### src/rtl/core/pcg_pkg.sv
// ----------------------------------------------------------------------------
// pcg_pkg
// constants and types shared by the color grade modules
// ----------------------------------------------------------------------------
`default_nettype none
package pcg_pkg;
   localparam int FracBits   = 12;
   localparam int TableDepth = 1024;
   localparam int IdxW       = $clog2(TableDepth);
   localparam int GammaW     = 13;
   localparam int GammaOne   = 4096;
   localparam int LumaR      = 19595;
   localparam int LumaG      = 38470;
   localparam int LumaB      = 7471;

   localparam logic [2:0] CsrBrightness = 3'd0;
   localparam logic [2:0] CsrContrast   = 3'd1;
   localparam logic [2:0] CsrSaturation = 3'd2;
   localparam logic [2:0] CsrTintRed    = 3'd3;
   localparam logic [2:0] CsrTintGreen  = 3'd4;
   localparam logic [2:0] CsrTintBlue   = 3'd5;

   // front to back queue entry
   typedef struct packed {
      logic                 write;
      logic [7:0]           red;
      logic [7:0]           green;
      logic [7:0]           blue;
      logic [7:0]           alpha;
      logic [9:0]           index;
      logic [GammaW-1:0]    value;
   } item_type;

   typedef struct packed {
      logic signed [9:0] brightness;
      logic [9:0]        contrast;
      logic [9:0]        saturation;
      logic [7:0]        tint_red;
      logic [7:0]        tint_green;
      logic [7:0]        tint_blue;
   } csr_type;

   typedef struct packed {
      logic [7:0] red;
      logic [7:0] green;
      logic [7:0] blue;
      logic [7:0] alpha;
   } pixel_type;
endpackage
`default_nettype wire

### src/rtl/core/pcg_front.sv
// ----------------------------------------------------------------------------
// pcg_front
// accepts items, classifies them and holds the configuration registers
// ----------------------------------------------------------------------------
`default_nettype none
module pcg_front (
   input  wire logic               clock,
   input  wire logic               reset,
   input  wire logic               csr_write,
   input  wire logic [2:0]         csr_index,
   input  wire logic [9:0]         csr_data,
   output pcg_pkg::csr_type        csr,
   input  wire logic               req_push,
   input  wire logic               req_mode,
   input  wire logic [7:0]         req_red_in,
   input  wire logic [7:0]         req_green_in,
   input  wire logic [7:0]         req_blue_in,
   input  wire logic [7:0]         req_alpha_in,
   input  wire logic [9:0]         req_table_index,
   input  wire logic [12:0]        req_table_value,
   output pcg_pkg::item_type       item,
   output logic                    item_push
);
   import pcg_pkg::*;
   csr_type csr_ff;
   assign csr = csr_ff;
   // table writes beyond the depth are dropped here
   assign item_push = req_push && !(req_mode && (32'(req_table_index) >= TableDepth));
   assign item = '{write: req_mode, red: req_red_in, green: req_green_in,
                   blue: req_blue_in, alpha: req_alpha_in, index: req_table_index,
                   value: req_table_value};
   always_ff @(posedge clock) begin
      if (reset) begin
         csr_ff <= '{brightness: '0, contrast: 10'd256, saturation: 10'd256,
                     tint_red: 8'd255, tint_green: 8'd255, tint_blue: 8'd255};
      end else if (csr_write) begin
         unique case (csr_index)
            CsrBrightness: csr_ff.brightness <= signed'(csr_data);
            CsrContrast:   csr_ff.contrast   <= csr_data;
            CsrSaturation: csr_ff.saturation <= csr_data;
            CsrTintRed:    csr_ff.tint_red   <= csr_data[7:0];
            CsrTintGreen:  csr_ff.tint_green <= csr_data[7:0];
            CsrTintBlue:   csr_ff.tint_blue  <= csr_data[7:0];
            default: ;
         endcase
      end
   end
endmodule
`default_nettype wire

### config.mk
export PLATFORM = sky130hd
export DESIGN_NAME = pcg_front
export DESIGN_NICKNAME = d
export VERILOG_FILES = /design/src/rtl/core/pcg_pkg.sv /design/src/rtl/core/pcg_front.sv
export SDC_FILE = /design/constraint.sdc
export NUM_CORES = 1
export LEC_CHECK = 0
export ABC_CLOCK_PERIOD_IN_PS = 1650
export BUFFER_PORTS_ARGS = -buffer_cell sky130_fd_sc_hd__clkbuf_2
export CAP_MARGIN = 20
export CORE_UTILIZATION = 44
export DETAILED_ROUTE_END_ITERATION = 16
export PLACE_DENSITY_LB_ADDON = 0.12
export SYNTH_ARGS = -nofsm -noshare
export SYNTH_HDL_FRONTEND = slang
export SYNTH_SLANG_ARGS = --single-unit
### constraint.sdc
create_clock -name clock -period 1.65 [get_ports clock]
set_input_delay 0.165 -clock clock [delete_from_list [all_inputs] [get_ports clock]]
set_output_delay 0.165 -clock clock [all_outputs]
set_load 0.02 [all_outputs]
==> flow_summary.toml <==
[detailed_routing]
routed_via_density = 4.75
wl_mm = 4.99
first_iter_violations = 76
vias = 1640
dr.pass1.iters = 4
antenna_left = 0
drcViolationCount = 0
wire_per_inst_microns = 14.5

[logic_synthesis]
synthDistinctLibCells = 15
syn_avg_cell_area_sq_um = 9.86
syn-cell-area_sq_um = 2580
yosys_warnings = 0
synth_fp_nets = 335
synth_cells = 262
synth_seq_cells = 54
seq_area_frac_synth_pct = 41.8

[sta]
rsz0062_at_grt = "false"
report.final.slew_viol_count = 0
fmax_ghz = 0.913
hold_viol_final = 0
maxSlewHeadroom_pct = 65.1
fin_crit_sh_pct = 66.4
clock_skew_ns = 0
setup_tns_ns = 0
worstMarginPinSlew_ns = 0.524
period_minus_slack_ns = 1.09
fin_ws_ns = 0.555
setup_viol_count_final = 0

[finish]
drive_gt1_share_pct = 31.1
largest_register_ffs = 54
design_area_sq_um = 2730
final_cell_mix = "clkbuf_2 (69), mux2i_1 (54), dfxtp_1 (54)"
antennaDiodeCount = 0
fillers = 549
nets = 345
area_growth_syn_to_layout_pct = 5.52
fin_util_pct = 48.9
final_common_cell = "clkbuf_2"

[cts]
cts_tree = "done"
cts_buffer_depth = 2
htree_levels = 2
cts_hold_buffers = 0
cts_buffers = 5
post_cts_resized = 0
insertion_delay_ns = 0.30
postCtsSetupBuffers = 0
path_clk_slew_ns = 0.09
cts.sinks = 54
cts-root-buf = "clkbuf_8"

[pwr]
net-switching-power_w = 0.000577
power_density_nw_per_um2 = 972
p_clk_share_pct = 40.6
p_leak_nw = 1.33
combPwrFrac_pct = 8.6
seq_power_share_pct = 50.8
switching_share_pct = 21.8
p_int_w = 0.00207
peakVddDrop_uv = 461

[worst_setup_path]
crit_arrival_ns = 1.28
critPathKind = "in2reg"
start_kind = "input port"
cp_data_required_time_ns = 1.83
path_max_fanout = 9
crit_path_end_kind = "flop"

[flow_run]
max-cap-violations = 0

[placed_design]
placed_cell_area_sq_um = 2580
hpwl_mm = 3.56
io_buffers = 69
place.gp.congestion = 0.724
dp_slack_ns = 0.215

[floorplan]
fp.dieW_microns = 78.6
initial_core_util_pct = 46.4
ios = 184
rows = 27
die_h_microns = 78.6
coreArea_sq_um = 5570
dieArea_sq_um = 6180

[global_routing]
antenna_found_initial = 0
grt_use_total_pct = 16.6
first_global_vias = 1558
grt_pass1_wl_mm = 7.89
grt_max_degree = 74
globalRouteOverflowTotal = 0

[worst_hold_path]
min_path_type = "in2reg"

[run_status]
status = "finished, final reports clean"
per-stage QoR:
step           total power, W  hold slack, ns  instances
2_1_floorplan         0.00172           0.320        262
3_3_place_gp          0.00161           0.330        337
3_5_place_dp          0.00161           0.330        337
4_1_cts               0.00268           0.111        345
5_1_grt               0.00275           0.131        345
6_report              0.00265           0.121        345
power by group through the flow:
stage | Clock, W | Combinational, W | Sequential [W]
after floorplan | 0 | 0.000312 | 0.00141
after global placement | 0 | 0.000230 | 0.00138
after detailed placement | 0 | 0.000231 | 0.00138
after CTS | 0.00110 | 0.000232 | 0.00135
after global routing | 0.00115 | 0.000249 | 0.00135
final | 0.00107 | 0.000228 | 0.00135
path summary, 6_finish.rpt:
kind                                           start              endpoint  slack (ns)  depth (start not counted)
worst min register to register  csr[51]$_SDFFE_PP0P_  csr[51]$_SDFFE_PP0P_        0.48                          2
worst min-delay path                     csr_data[8]  csr[52]$_SDFFE_PP0P_        0.12                          3
worst max register to register  csr[16]$_SDFFE_PP1P_  csr[16]$_SDFFE_PP1P_        1.02                          2
worst max-delay path                    csr_index[1]  csr[44]$_SDFFE_PP0P_        0.56                          3
cell type report:
| type | count | area [sq um] | share of cell area (%) |
|---|---|---|---|
| Sequential cell | 54 | 1080 | 39.7 |
| Tap cell | 72 | 90.1 | 3.30 |
| Multi-Input combinational cell | 136 | 1010 | 37.0 |
| Clock inverter | 2 | 60.1 | 2.20 |
| Clock buffer | 6 | 82.6 | 3.03 |
| Timing Repair Buffer | 75 | 403 | 14.8 |
metal layers:
layer / global-route usage, % / wire length [microns] / vias up
met3: 5.93 / 362 / 20
met5: 0 / 0 / -
met1: 21.1 / 2350 / 745
met2: 25.3 / 2170 / 65
li1: - / - / 810
met4: 7.22 / 104 / 0
cell families after synthesis:
| kind of cell | count (synthesis) | share of synthesized area (%) |
|---|---|---|
| simple gates | 82 | 17.9 |
| buf+inv | 72 | 19.3 |
| mux | 54 | 20.9 |
| flops | 54 | 41.8 |
cell usage after synthesis (all sizes together):
cell type  number  area share (%)
nand4bb         3             1.3
mux2i          54              21
and4bb          1            0.48
dfxtp          54              42
nor4b           1            0.34
nand2b         38             9.2
or4b            1            0.39
nor2           35             5.1
buf            64              18
nand4b          1            0.34
nor4bb          1            0.39
clkbuf          8             1.2
and4b           1            0.39
worst max-delay path, cell delays in order:
cell and delay (ns):
clkbuf_2 0.14, or4b_1 0.78, mux2i_1 0.19
No activity file was read; power rests on OpenSTA's default activity.
