[config.mk]
export PLATFORM = sky130hd
export DESIGN_NAME = pcg_queue
export DESIGN_NICKNAME = d
export VERILOG_FILES = /design/src/rtl/core/pcg_pkg.sv /design/src/rtl/core/pcg_queue.sv
export SDC_FILE = /design/constraint.sdc
export NUM_CORES = 1
export LEC_CHECK = 0
export ABC_AREA = 1
export BUFFER_PORTS_ARGS = -buffer_cell sky130_fd_sc_hd__buf_2
export CAP_MARGIN = 25
export CORE_UTILIZATION = 55
export DETAILED_ROUTE_END_ITERATION = 7
export PLACE_DENSITY = 0.82
export SETUP_SLACK_MARGIN = 0.2
export SLEW_MARGIN = 20
export SYNTH_ARGS = -nofsm -noshare
export SYNTH_HDL_FRONTEND = slang
export SYNTH_SLANG_ARGS = --single-unit
[constraint.sdc]
create_clock -name clock -period 4.95 [get_ports clock]
set_input_delay 0.99 -clock clock [delete_from_list [all_inputs] [get_ports clock]]
set_output_delay 0.99 -clock clock [all_outputs]
set_load 0.02 [all_outputs]
[src/rtl/core/pcg_pkg.sv]
// ----------------------------------------------------------------------------
// pcg_pkg
// constants and types shared by the color grade modules
// ----------------------------------------------------------------------------
`default_nettype none
package pcg_pkg;
   localparam int FracBits   = 12;
   localparam int TableDepth = 1024;
   localparam int IdxW       = $clog2(TableDepth);
   localparam int GammaW     = 13;
   localparam int GammaOne   = 4096;
   localparam int LumaR      = 19595;
   localparam int LumaG      = 38470;
   localparam int LumaB      = 7471;

   localparam logic [2:0] CsrBrightness = 3'd0;
   localparam logic [2:0] CsrContrast   = 3'd1;
   localparam logic [2:0] CsrSaturation = 3'd2;
   localparam logic [2:0] CsrTintRed    = 3'd3;
   localparam logic [2:0] CsrTintGreen  = 3'd4;
   localparam logic [2:0] CsrTintBlue   = 3'd5;

   // front to back queue entry
   typedef struct packed {
      logic                 write;
      logic [7:0]           red;
      logic [7:0]           green;
      logic [7:0]           blue;
      logic [7:0]           alpha;
      logic [9:0]           index;
      logic [GammaW-1:0]    value;
   } item_type;

   typedef struct packed {
      logic signed [9:0] brightness;
      logic [9:0]        contrast;
      logic [9:0]        saturation;
      logic [7:0]        tint_red;
      logic [7:0]        tint_green;
      logic [7:0]        tint_blue;
   } csr_type;

   typedef struct packed {
      logic [7:0] red;
      logic [7:0] green;
      logic [7:0] blue;
      logic [7:0] alpha;
   } pixel_type;
endpackage
`default_nettype wire

[src/rtl/core/pcg_queue.sv]
// ----------------------------------------------------------------------------
// pcg_queue
// short fifo of item entries between the front and the back
// ----------------------------------------------------------------------------
`default_nettype none
module pcg_queue (
   input  wire logic               clock,
   input  wire logic               reset,
   input  wire logic               push,
   input  wire pcg_pkg::item_type  push_data,
   output logic                    full,
   input  wire logic               pop,
   output pcg_pkg::item_type       pop_data,
   output logic                    empty
);
   import pcg_pkg::*;
   item_type   slot_ff [4];
   logic [1:0] wp_ff, wp_in, rp_ff, rp_in;
   logic [2:0] cnt_ff, cnt_in;
   logic       do_push, do_pop;

   assign full     = cnt_ff == 3'd4;
   assign empty    = cnt_ff == 3'd0;
   assign do_push  = push && !full;
   assign do_pop   = pop && !empty;
   assign pop_data = slot_ff[rp_ff];

   always_comb begin
      wp_in  = do_push ? wp_ff + 2'd1 : wp_ff;
      rp_in  = do_pop ? rp_ff + 2'd1 : rp_ff;
      cnt_in = cnt_ff + {2'd0, do_push} - {2'd0, do_pop};
   end

   always_ff @(posedge clock) begin
      if (reset) begin
         wp_ff <= '0; rp_ff <= '0; cnt_ff <= '0;
      end else begin
         wp_ff <= wp_in; rp_ff <= rp_in; cnt_ff <= cnt_in;
      end
      if (do_push) slot_ff[wp_ff] <= push_data;
   end
endmodule
`default_nettype wire

==> reports/metrics.yaml <==
outcome: "finished, final reports clean"
grt_antenna_before_repair: 2
worst_r2r_path_depth: 5
worst_r2r_endpoint: "slot_ff[1][0]$_DFFE_PP_"
crit_buf_inv: 3
worst_skew_pair.late_latency_ps: 500
cp_max_fo: 64
drt_iter0_drc: 416
post_cts_hold_buffer_count: 0
antenna-diode-count: 0
synthFlopType: "edfxtp_1"
cts_max_path_buffers: 3
drt-total-wl_um: 18100
cp.arrival_ps: 2550
max_cap_viol_count: 0
pwr-share-clk: 0.288
design.final.nets: 795
final.period_utilization: 0.716
clock_buffers_created_by_tritoncts: 23
max-vdd-ir-drop_v: 0.000373
use_met3: 0.0399
final_period_minus_worst_setup_slack_ps: 3540
avgSynthCellArea_um2: 14.9
synth.mux.area_fraction: 0
synth-compound-area-share: 0.118
wire_per_inst_um: 18.9
setup.worst_path.end_class: "output pin"
worst_r2r_startpoint: "cnt_ff[1]$_SDFF_PP0_"
via_count: 5337
grt_max_degree: 113
clock_tree_from_tritoncts: "built"
drt.antenna.violating_nets: 0
max_clock_freq_mhz: 282
yosys.area_share.xor_xnor: 0
synth-async-reset-ratio: 0
ys_top_cells_by_count: "edfxtp_1 (224), nor2_1 (100), o21ai_0 (82), o22ai_1 (36), o21ai_1 (26)"
report.final.slew_viol_count: 0
initial_util: 0.568
power.internal_uw: 3750
finalHoldViolCount: 0
syn_area_mm2: 0.00911
synth.yosys.warnings: 0
finalCoreUtilization: 0.657
place.detailed.hpwl_um: 10500
cts.repair_timing.setup_buffer_count: 0
design.core.area_mm2: 0.0161
clock_pin_slew_worst_setup_and_hold_paths_ps: 60
routabilityCongestion: 0.743
ys_seq_elements: 233
min_path_cells: 2
dpl_cell_area_mm2: 0.00982
portBuffers: 117
clock_sinks: 233
critPathSlowestCell: "inv_4"
synth_area_leaders: "edfxtp_1 (74%), o21ai_0 (4.5%), nor2_1 (4.1%)"
final-setup-viol-count: 0
pwr-share-comb: 0.267
critical_path_launch_point_type: "register"
post_synth_fa_ha_maj_area_fraction: 0.0104
num_rows: 46
postSynthNetCount: 678
grt_overflow_total: 0
post_synth_and_or_nand_nor_area_fraction: 0.0772
synthesis.instances: 611
cp_cell_sequence: "inv_4, buf_4, nor2_1, o22ai_1, buf_2"
whs_endpoint: "rp_ff[0]$_SDFFE_PP0P_"
post_cts.resized_instances: 0
dpl_worst_slack_ps: 1820
slowest_delay_ps: 630
final_critical_path_setup_slack_ps: 1410
ys_seq_area_frac: 0.758
totalNegativeSetupSlack_ps: 0
n_fill_cell: 1132
setup.reg_to_reg.worst_slack_ps: 2330
p_leak_uw: 0.00369
worst_clock_skew_ps: 15.9
switching_share: 0.323
final_cell_area_mm2: 0.0106
timing.slew.headroom: 0.341
pin_count: 118
setup_repair_after_global_routing_missed_its_margin: "no"
detailedRoute.firstPassIterationCount: 5
cts.htree.levels: 1
netlist-cell-type-count: 24
power.net_switching_uw: 1790
critical_path_required_ps: 3960
proportion_of_layout_cells_with_a_drive_suffix_above_1: 0.293
grt_first_pass_wirelength_um: 28000
via_count_of_the_first_global_routing_pass: 5454
hold_path_class: "reg -> reg"
cellPowerDensity_mw_per_mm2: 524
dieWidth_um: 131
viasPerCell: 5.56
critPathTopFamily: "buffers and inverters"
grtUsageMet2: 0.388
cts_root_buffer: "clkbuf_16"
height_of_the_die_um: 131
post-route-drc-count: 0
main_combinational_cell_family_by_area_after_synthesis: "compound AO/OA/AOI/OAI gates"
synth_edf_count: 224
path_class: "reg -> out"
timing_worst_slew_pin_value_ps: 986
top_usage_layer: "met2"
share_seq_of_total_power: 0.445
yosys.cell_count.top_type: "edfxtp_1"
dieArea_mm2: 0.0171
yosys.area.top_type_share: 0.738
met1_usage: 0.276
yosysTopAreaCell: "edfxtp_1"
flow.area_growth_from_synthesis_pct: 15.8
grt.total_usage: 0.218
timing.hold.worst.start: "rp_ff[0]$_SDFFE_PP0P_"
-- placed cells by master, fill, tap and decap left out, types with 2 or more instances in the layout --
| cell | synthesis | routed |
|---|---|---|
| o22ai_2 | 20 | 20 |
| o22ai_1 | 36 | 36 |
| clkbuf_1 | 16 | 2 |
| clkinvlp_4 | 0 | 4 |
| buf_2 | 9 | 117 |
| dfxtp_1 | 9 | 7 |
| nor2_2 | 6 | 6 |
| buf_4 | 1 | 9 |
| o21ai_0 | 82 | 82 |
| ha_1 | 6 | 6 |
| edfxtp_1 | 224 | 224 |
| inv_1 | 18 | 18 |
| clkbuf_16 | 0 | 23 |
| nand3_1 | 4 | 4 |
| o21ai_2 | 4 | 4 |
| clkinv_2 | 0 | 3 |
| a21oi_1 | 5 | 5 |
| nor2_4 | 20 | 24 |
| o21ai_1 | 26 | 26 |
| nand2_1 | 12 | 12 |
| clkinv_1 | 0 | 7 |
| nor2_1 | 100 | 96 |
-- worst max path at each step --
stage                                    end  slack [ps]  depth (start not counted)
floorplan            slot_ff[0][0]$_DFFE_PP_        1030                          2
global placement                pop_data[54]        1870                          5
detailed placement  slot_ff[1][15]$_DFFE_PP_        1820                          4
CTS                             pop_data[11]        1310                          5
global route                    pop_data[21]        1280                          5
finish                          pop_data[21]        1410                          5
-- sequential cells by signal, indices dropped and copies added, names as in the netlist, named ones only --
register	count
cnt_ff	3
rp_ff	2
wp_ff	2
slot_ff	224
-- power by group through the flow --
stage	Clock, uW	Sequential, uW	Combinational [uW]
after CTS	1610	2460	1470
after global placement	0	2490	1420
after global routing	1690	2480	1610
after floorplan	0	2500	1040
final	1590	2460	1480
after detailed placement	0	2510	1460
-- layer usage --
metal	vias up	wire length, um
li1	2503	-
met1	2652	7480
met2	152	9340
met3	28	1000
met4	2	271
met5	-	13
-- layout make-up --
| cell class | count | area (um^2) | share of cell area |
|---|---|---|---|
| Sequential cell | 233 | 6910 | 0.655 |
| Timing Repair Buffer | 128 | 701 | 0.0664 |
| Clock inverter | 16 | 110 | 0.0104 |
| Multi-Input combinational cell | 322 | 1900 | 0.180 |
| Clock buffer | 25 | 583 | 0.0552 |
| Inverter | 20 | 77.6 | 0.00735 |
| Tap cell | 216 | 270 | 0.0256 |
-- cell families (layout without fill, tap and decap cells) --
logic type / after synthesis / count (layout)
flops: 233 / 233
compound gates: 173 / 173
simple gates: 142 / 142
buf+inv: 56 / 189
fa+ha+maj: 7 / 7
-- stage by stage --
step	instances	power [uW]	hold WS, ps
3_5_place_dp	917	3970	483
2_1_floorplan	611	3550	448
5_1_grt	960	5780	532
6_report	960	5530	490
3_3_place_gp	917	3910	462
4_1_cts	958	5550	499
-- worst reg2reg max path: stages, from the launching register on --
cell and delay [ps]:
dfxtp_1 370, nor2_1 80, nand2_1 160, nand2_1 290, nor2_4 770, buf_4 570
(Power assumes the default switching activity.)
